File: src/rtl/sla_pkg.sv
// ----------------------------------------------------------------------------
// Serial line assembler package
// Shared request codes, result kinds, line constants and the queue types.
// ----------------------------------------------------------------------------
package sla_pkg;

  // request codes
  localparam logic [1:0] CMD_BYTE  = 2'd0;
  localparam logic [1:0] CMD_FAULT = 2'd1;
  localparam logic [1:0] CMD_READ  = 2'd2;
  localparam logic [1:0] CMD_TAKE  = 2'd3;

  // result kinds
  localparam logic [1:0] KIND_NONE = 2'd0;
  localparam logic [1:0] KIND_CHAR = 2'd1;
  localparam logic [1:0] KIND_ERR  = 2'd2;

  // line buffer holds LINE_CAPACITY-1 characters
  localparam int LINE_CAPACITY = 64;
  localparam int LINE_MAX      = LINE_CAPACITY - 1;
  localparam int LW            = $clog2(LINE_MAX);

  localparam logic [7:0] CHAR_CR  = 8'h0D;
  localparam logic [7:0] CHAR_LF  = 8'h0A;
  localparam logic [7:0] PRINT_LO = 8'd32;
  localparam logic [7:0] PRINT_HI = 8'd126;

  // request queue between front and back
  localparam int QDEPTH = 4;
  localparam int QPW    = $clog2(QDEPTH);

  typedef struct packed {
    logic [1:0] op;
    logic [7:0] data;
  } cmd_t;

  typedef struct packed {
    logic        valid;
    logic [1:0]  kind;
    logic [6:0]  character;
    logic [LW-1:0] position;
    logic        last;
    logic        error_was_set;
  } res_t;

endpackage

File: src/rtl/sla_front.sv
// ----------------------------------------------------------------------------
// Serial line assembler front end
// Accepts requests into a short queue and hands them to the back end in order.
// ----------------------------------------------------------------------------
module sla_front (
  input  logic              clk,
  input  logic              rst_n,
  input  logic              start,
  input  logic [1:0]        in_command,
  input  logic [7:0]        in_rx_byte,
  output logic              busy,
  output logic              head_valid,
  output sla_pkg::cmd_t     head,
  input  logic              pop
);

  sla_pkg::cmd_t             q_r [sla_pkg::QDEPTH];
  logic [sla_pkg::QPW-1:0]   wp_r, wp_nxt;
  logic [sla_pkg::QPW-1:0]   rp_r, rp_nxt;
  logic [sla_pkg::QPW:0]     cnt_r, cnt_nxt;
  logic                      push;
  sla_pkg::cmd_t             cmd_in;

  assign busy       = (cnt_r == (sla_pkg::QPW+1)'(sla_pkg::QDEPTH));
  assign head_valid = (cnt_r != '0);
  assign head       = q_r[rp_r];
  assign push       = start && !busy;

  // only the byte request carries data; clear it otherwise
  always_comb begin
    cmd_in.op   = in_command;
    cmd_in.data = (in_command == sla_pkg::CMD_BYTE) ? in_rx_byte : 8'd0;
  end

  always_comb begin
    wp_nxt  = push ? wp_r + 1'b1 : wp_r;
    rp_nxt  = pop  ? rp_r + 1'b1 : rp_r;
    cnt_nxt = cnt_r;
    if (push && !pop) begin
      cnt_nxt = cnt_r + 1'b1;
    end else if (pop && !push) begin
      cnt_nxt = cnt_r - 1'b1;
    end
  end

  always_ff @(posedge clk) begin
    if (!rst_n) begin
      wp_r  <= '0;
      rp_r  <= '0;
      cnt_r <= '0;
    end else begin
      wp_r  <= wp_nxt;
      rp_r  <= rp_nxt;
      cnt_r <= cnt_nxt;
    end
  end

  always_ff @(posedge clk) begin
    if (push) begin
      q_r[wp_r] <= cmd_in;
    end
  end

endmodule

File: src/rtl/sla_engine.sv
// ----------------------------------------------------------------------------
// Serial line assembler back end
// Runs requests: ring writes, line scan one byte a cycle, character emission.
// ----------------------------------------------------------------------------
module sla_engine #(
  parameter int RING_DEPTH = 128,
  parameter int SCAN_LIMIT = 32
) (
  input  logic              clk,
  input  logic              rst_n,
  input  logic              head_valid,
  input  sla_pkg::cmd_t     head,
  output logic              pop,
  output sla_pkg::res_t     res
);

  localparam int RW = $clog2(RING_DEPTH);
  localparam int CW = $clog2(SCAN_LIMIT + 1);
  localparam int LW = sla_pkg::LW;

  localparam logic [1:0] ST_IDLE = 2'd0;
  localparam logic [1:0] ST_SCAN = 2'd1;
  localparam logic [1:0] ST_EMIT = 2'd2;

  logic [7:0]    ring_mem [RING_DEPTH];
  logic [6:0]    line_mem [sla_pkg::LINE_MAX];
  logic [7:0]    ring_rdata_r;
  logic [6:0]    line_rdata_r;

  logic [1:0]    state_r, state_nxt;
  logic [RW-1:0] wr_r, wr_nxt, rd_r, rd_nxt;
  logic [RW-1:0] wr_inc, rd_inc;
  logic          err_r, err_nxt;
  logic          drop_r, drop_nxt;
  logic [LW-1:0] len_r, len_nxt;
  logic [CW-1:0] cnt_r, cnt_nxt;
  logic [LW-1:0] eidx_r, eidx_nxt;
  logic [LW-1:0] elen_r, elen_nxt;
  logic          ring_we, line_we;
  logic          is_eol, is_bad, emit_last;
  sla_pkg::res_t res_r, res_nxt;

  assign res    = res_r;
  assign wr_inc = (wr_r == RW'(RING_DEPTH - 1)) ? '0 : wr_r + 1'b1;
  assign rd_inc = (rd_r == RW'(RING_DEPTH - 1)) ? '0 : rd_r + 1'b1;

  assign is_eol = (ring_rdata_r == sla_pkg::CHAR_CR) || (ring_rdata_r == sla_pkg::CHAR_LF);
  assign is_bad = (ring_rdata_r < sla_pkg::PRINT_LO) || (ring_rdata_r > sla_pkg::PRINT_HI) ||
                  (len_r >= LW'(sla_pkg::LINE_MAX));
  assign emit_last = (eidx_r == elen_r - 1'b1);

  always_comb begin
    state_nxt = state_r;
    wr_nxt    = wr_r;
    rd_nxt    = rd_r;
    err_nxt   = err_r;
    drop_nxt  = drop_r;
    len_nxt   = len_r;
    cnt_nxt   = cnt_r;
    eidx_nxt  = eidx_r;
    elen_nxt  = elen_r;
    pop       = 1'b0;
    ring_we   = 1'b0;
    line_we   = 1'b0;
    res_nxt   = '0;
    case (state_r)
      ST_IDLE: begin
        if (head_valid) begin
          pop = 1'b1;
          case (head.op)
            sla_pkg::CMD_BYTE: begin
              // ring keeps one slot free; a full ring loses the byte
              if (wr_inc == rd_r) begin
                err_nxt = 1'b1;
              end else begin
                ring_we = 1'b1;
                wr_nxt  = wr_inc;
              end
            end
            sla_pkg::CMD_FAULT: begin
              err_nxt = 1'b1;
            end
            sla_pkg::CMD_READ: begin
              state_nxt = ST_SCAN;
              cnt_nxt   = '0;
            end
            default: begin
              res_nxt.valid         = 1'b1;
              res_nxt.kind          = sla_pkg::KIND_ERR;
              res_nxt.last          = 1'b1;
              res_nxt.error_was_set = err_r;
              err_nxt               = 1'b0;
              if (err_r) begin
                rd_nxt   = wr_r;
                len_nxt  = '0;
                drop_nxt = 1'b1;
              end
            end
          endcase
        end
      end
      ST_SCAN: begin
        if (cnt_r == CW'(SCAN_LIMIT) || rd_r == wr_r) begin
          res_nxt.valid = 1'b1;
          res_nxt.kind  = sla_pkg::KIND_NONE;
          res_nxt.last  = 1'b1;
          state_nxt     = ST_IDLE;
        end else begin
          rd_nxt  = rd_inc;
          cnt_nxt = cnt_r + 1'b1;
          if (is_eol) begin
            if (drop_r) begin
              drop_nxt = 1'b0;
              len_nxt  = '0;
            end else if (len_r != '0) begin
              state_nxt = ST_EMIT;
              elen_nxt  = len_r;
              eidx_nxt  = '0;
              len_nxt   = '0;
            end
          end else if (is_bad) begin
            drop_nxt = 1'b1;
            err_nxt  = 1'b1;
          end else if (!drop_r) begin
            line_we = 1'b1;
            len_nxt = len_r + 1'b1;
          end
        end
      end
      ST_EMIT: begin
        res_nxt.valid     = 1'b1;
        res_nxt.kind      = sla_pkg::KIND_CHAR;
        res_nxt.character = line_rdata_r;
        res_nxt.position  = eidx_r;
        res_nxt.last      = emit_last;
        if (emit_last) begin
          eidx_nxt  = '0;
          state_nxt = ST_IDLE;
        end else begin
          eidx_nxt = eidx_r + 1'b1;
        end
      end
      default: begin
        state_nxt = ST_IDLE;
      end
    endcase
  end

  always_ff @(posedge clk) begin
    if (!rst_n) begin
      state_r <= ST_IDLE;
      wr_r    <= '0;
      rd_r    <= '0;
      err_r   <= 1'b0;
      drop_r  <= 1'b0;
      len_r   <= '0;
      cnt_r   <= '0;
      eidx_r  <= '0;
      elen_r  <= '0;
      res_r   <= '0;
    end else begin
      state_r <= state_nxt;
      wr_r    <= wr_nxt;
      rd_r    <= rd_nxt;
      err_r   <= err_nxt;
      drop_r  <= drop_nxt;
      len_r   <= len_nxt;
      cnt_r   <= cnt_nxt;
      eidx_r  <= eidx_nxt;
      elen_r  <= elen_nxt;
      res_r   <= res_nxt;
    end
  end

  // read at the next index so the data lines up with the index register
  always_ff @(posedge clk) begin
    if (ring_we) begin
      ring_mem[wr_r] <= head.data;
    end
    ring_rdata_r <= ring_mem[rd_nxt];
  end

  always_ff @(posedge clk) begin
    if (line_we) begin
      line_mem[len_r] <= ring_rdata_r[6:0];
    end
    line_rdata_r <= line_mem[eidx_nxt];
  end

endmodule

File: src/rtl/serial_line_assembler_fifo.sv
// ----------------------------------------------------------------------------
// Serial line assembler with receive ring
// Queues requests, stores received bytes and assembles printable lines.
// ----------------------------------------------------------------------------
// Timing: an accepted request is popped while the back end is idle; a take
//   error strobes its result in the cycle after the pop, and a read strobes its
//   first result after the scan of its ring bytes.
// Flow: byte, fault and take-error leave the back end idle; a read scans one
//   ring byte per cycle (up to SCAN_LIMIT), then emits one character per cycle
//   or the no-line result, and the back end pops no request until it is done.
// The four-entry request queue raises busy when full; results cannot stall.
// Reset: synchronous; clears indices, flags, queue and outputs, not the stores.
module serial_line_assembler_fifo #(
  parameter int RING_DEPTH = 128,
  parameter int SCAN_LIMIT = 32
) (
  input  logic       clk,
  input  logic       rst_n,
  input  logic       start,
  output logic       busy,
  input  logic [1:0] in_command,
  input  logic [7:0] in_rx_byte,
  output logic       out_valid,
  output logic [1:0] out_kind,
  output logic [6:0] out_character,
  output logic [5:0] out_position,
  output logic       out_last,
  output logic       out_error_was_set
);

  logic          head_valid;
  logic          pop;
  sla_pkg::cmd_t head;
  sla_pkg::res_t res;

  sla_front u_front (
    .clk        (clk),
    .rst_n      (rst_n),
    .start      (start),
    .in_command (in_command),
    .in_rx_byte (in_rx_byte),
    .busy       (busy),
    .head_valid (head_valid),
    .head       (head),
    .pop        (pop)
  );

  sla_engine #(
    .RING_DEPTH (RING_DEPTH),
    .SCAN_LIMIT (SCAN_LIMIT)
  ) u_engine (
    .clk        (clk),
    .rst_n      (rst_n),
    .head_valid (head_valid),
    .head       (head),
    .pop        (pop),
    .res        (res)
  );

  assign out_valid         = res.valid;
  assign out_kind          = res.kind;
  assign out_character     = res.character;
  assign out_position      = res.position;
  assign out_last          = res.last;
  assign out_error_was_set = res.error_was_set;

`ifndef ASSERT_OFF
  a_single_last : assert property (@(posedge clk) disable iff (!rst_n)
    out_valid && out_kind != sla_pkg::KIND_CHAR |-> out_last)
    else $error("non-character result without last mark");

  a_char_run : assert property (@(posedge clk) disable iff (!rst_n)
    out_valid && out_kind == sla_pkg::KIND_CHAR && !out_last |=>
      out_valid && out_kind == sla_pkg::KIND_CHAR &&
      out_position == $past(out_position) + 6'd1)
    else $error("line characters not contiguous");

  a_zero_fields : assert property (@(posedge clk) disable iff (!rst_n)
    out_valid && out_kind != sla_pkg::KIND_CHAR |-> out_character == 7'd0 &&
      out_position == 6'd0)
    else $error("character fields set outside a line result");

  a_reset_quiet : assert property (@(posedge clk)
    $past(!rst_n) |-> !out_valid)
    else $error("result strobe right after reset");
`endif

endmodule
File: config.mk
export PLATFORM = sky130hd
export DESIGN_NAME = serial_line_assembler_fifo
export DESIGN_NICKNAME = d
export VERILOG_FILES = /design/src/rtl/sla_pkg.sv /design/src/rtl/sla_front.sv /design/src/rtl/sla_engine.sv /design/src/rtl/serial_line_assembler_fifo.sv
export SDC_FILE = /design/constraint.sdc
export NUM_CORES = 2
export LEC_CHECK = 0
export BUFFER_PORTS_ARGS = -buffer_cell sky130_fd_sc_hd__buf_2
export CAP_MARGIN = 40
export CORE_ASPECT_RATIO = 0.75
export CORE_UTILIZATION = 40
export CTS_CLUSTER_SIZE = 14
export DETAILED_ROUTE_END_ITERATION = 6
export SYNTH_ARGS = -nofsm -noshare
export SYNTH_HDL_FRONTEND = slang
export SYNTH_SLANG_ARGS = --single-unit
File: constraint.sdc
create_clock -name clk -period 5 [get_ports clk]
set_clock_uncertainty 0.05 [all_clocks]
set_input_delay 1.5 -clock clk [delete_from_list [all_inputs] [get_ports clk]]
set_output_delay 1.5 -clock clk [all_outputs]
set_load 0.01 [all_outputs]
==> impl_metrics.toml <==
[global_routing]
grtUsageTotal = 0.218
grt_pass1_vias = 38885
gr-total-overflow = 0
antenna_found_initial = 2
grt_max_degree = 96
grt_first_pass_wirelength_um = 263000

[place]
io_buffers = 31
gp_congestion = 0.885
dp_slack_ns = -0.00411
post-place-cells = 7045
dp_hpwl_um = 113000

[detailed_routing]
dr_total_vias = 41614
vias_per_cell = 5.67
antenna_left = 0
drtPass1Iterations = 6
post_drt_wl_per_cell_um = 24.5
post-route-drc-count = 0
first_iter_violations = 5112
wl_um = 179000

[sta]
fin_hold_ws_ns = 0.446
max-slew-margin-rel = 0.344
fin_crit_sh = 0.973
rsz0062_at_grt = "no"
setup_slack_ns = 0.134
fin_crit_ns = 4.87
setup_viol = 0
fmax_mhz = 205
slew_violations = 0
worst_pin_slew_ns = 0.981
hold_violations = 0

[finish]
areaGrowthSynthToFinish_pct = 13.1
final_util = 0.456
final_cells = 7333
nets = 5115
antennaDiodeCount = 0
drive_gt1_frac = 0.0984

[yosys]
synthCells = 4983
yosysUniqueCellTypes = 87
ys_ff_latch = 1589
synth-async-reset-ratio = 0
yosys_warnings = 0
syn_avg_cell_area_um2 = 12.9
ys_seq_area_frac = 0.728
yosys.area.top_type = "edfxtp_1"
synthesis.nets = 5018
synthMostInstantiatedCell = "edfxtp_1"
synth_top_area_share = 0.702
synth_top_flop_cell = "edfxtp_1"
synthTopCellsByCount = "1,505 x edfxtp_1, 1,227 x nand2_1, 426 x nand3_1"
synth.area.top_cells = "edfxtp_1 70%, nand2_1 7.2%, nand3_1 3.3%"
syn_area_mm2 = 0.0644
synth-edff-count = 1505

[cts]
cts_buffers = 160
clk_pin_slew_ns = 0.06
cts_setup_buffers = 0
numClockSinks = 1589
h-tree-depth = 4
cts_tree = "done"
clkLatencyLatePin_ns = 0.79
cts-root-buf = "clkbuf_16"
postCtsHoldBufs = 0
ctsLongestPathBuffers = 3

[min_path]
min_from = "u_engine.line_rdata_r[1]$_DFF_P_"
min_to = "u_engine.res[9]$_SDFF_PN0_"
min_path_type = "register to register"
worstHoldPathCells = 1

[critical_path]
crit_start = "u_engine.rd_r[3]$_SDFF_PN0_"
endpoint_kind = "register"
cp_data_arrival_time_ns = 5.46
slowest_delay_ns = 0.86
rr_worst_depth = 12
worst-setup-path-type = "register to register"
crit_chain = "xor2_1, nor4_4, mux2_2, o41ai_4, buf_12, nor2_1, buf_4, a221o_1, o21a_1, a2111oi_0, buf_4, a311oi_1"
cp_data_required_time_ns = 5.60
critPathMaxFanout = 53
r2r_start = "u_engine.rd_r[3]$_SDFF_PN0_"
cp-start-kind = "register"
worst_r2r_endpoint = "u_engine.ring_rdata_r[4]$_DFF_P_"
ff2ff_setup_slack_ns = 0.13
critPathBufInv = 3
cp_top_family = "compound AO/OA/AOI/OAI gates"
cpMaxStageDelayCell = "o41ai_4"
cp_common_cell = "buf_4"

[floorplanning]
die_area_mm2 = 0.163
start_util = 0.403
coreArea_mm2 = 0.160
num_rows = 127
dieWidth_um = 465
ios = 32
die_y_um = 349

[outcome]
status = "complete, no violations"

[power]
peakVddDrop_v = 0.000342
power_leakage_nw = 24.7
power_density_mw_per_mm2 = 479

[flow_run]
cap_viol_max_count = 0
-- per-stage QoR --
stage	TNS, ns	total power [mW]	instance area, um^2
finish	0	34.9	72800
global route	0	36.0	72800
CTS	0	35.0	72800
detailed placement	-0.00411	23.7	67900
global placement	-0.0469	23.6	67700
floorplan	0	20.7	64400
-- timing repair --
| action | CTS | global route |
|---|---|---|
| setup endpoints to repair | 1 | 5 |
| pin swaps | 0 | 1 |
| resized for setup | 1 | 7 |
| cloned | 0 | 0 |
| hold endpoints to repair | 0 | 0 |
-- placed cells by master (no fill, tap or decap), types with 11 or more instances in the layout --
cell	count
a2111oi_0	12
a211oi_1	13
a21oi_1	282
a221o_1	11
a221oi_1	19
a22o_1	15
a22oi_1	31
a31oi_1	70
a32oi_1	40
and2_1	42
and3_1	44
buf_12	31
buf_2	31
buf_4	169
clkbuf_1	44
clkbuf_16	160
clkinv_1	34
clkinv_2	22
dfxtp_1	77
edfxtp_1	1505
ha_1	21
inv_1	26
mux2i_1	127
nand2_1	1227
nand2b_1	11
nand3_1	425
nand4_1	77
nor2_1	263
nor2b_1	22
nor3_1	46
nor4_1	16
o2111ai_1	11
o21ai_0	54
o22ai_1	17
xnor2_1	18
xor2_1	19
-- cells by family (layout without fill, tap and decap cells) --
family	Yosys count	after routing	share of synthesized area
compound gates	652	652	0.0656
xor+xnor	37	37	0.00503
fa+ha+maj	22	22	0.00439
buf+inv	327	549	0.0234
flops	1589	1589	0.728
mux	144	144	0.0246
simple gates	2212	2212	0.149
-- final cells by class --
| cell class | count | area [um^2] |
|---|---|---|
| fill | 14258 | 87000 |
| sequential | 1589 | 46900 |
| multi-input combinational | 3067 | 16100 |
| clock buffer | 207 | 4210 |
| tap | 2128 | 2660 |
| timing repair buffer | 235 | 2140 |
| clock inverter | 80 | 681 |
| inverter | 27 | 101 |
-- metal layers --
metal,part of all wire,global-route usage,wire length (um),vias up
li1,-,-,-,18577
met3,0.10,0.0491,18500,238
met4,0.019,0.0512,3370,2
met2,0.42,0.303,75600,1979
met1,0.46,0.341,81900,20818
met5,0.000072,0,13,-
-- where the power goes --
part / leakage [nW] / switching [mW] / internal (mW) / total, mW
Combinational: 8.05 / 5.09 / 1.67 / 6.76
Sequential: 14.2 / 0.169 / 16.5 / 16.7
Clock: 2.39 / 5.05 / 6.37 / 11.4
-- worst max-delay path by stage --
stage,end,depth (start not counted)
after CTS,u_engine.ring_rdata_r[1]$_DFF_P_,14
after detailed placement,u_engine.ring_rdata_r[5]$_DFF_P_,14
after global routing,u_engine.ring_rdata_r[1]$_DFF_P_,14
after global placement,u_engine.ring_rdata_r[5]$_DFF_P_,14
after floorplan,u_engine.ring_rdata_r[5]$_DFF_P_,14
final,u_engine.ring_rdata_r[4]$_DFF_P_,12
-- flip-flops by register name, summed over array words and instances, names as in the netlist, 7 cells and up, named ones only --
| signal | cells |
|---|---|
| u_engine.line_mem | 441 |
| u_engine.line_rdata_r | 7 |
| u_engine.rd_r | 7 |
| u_engine.res | 18 |
| u_engine.ring_mem | 1024 |
| u_engine.ring_rdata_r | 8 |
| u_engine.wr_r | 7 |
| u_front.q_r | 40 |
No activity file was read; power rests on OpenSTA's default activity.
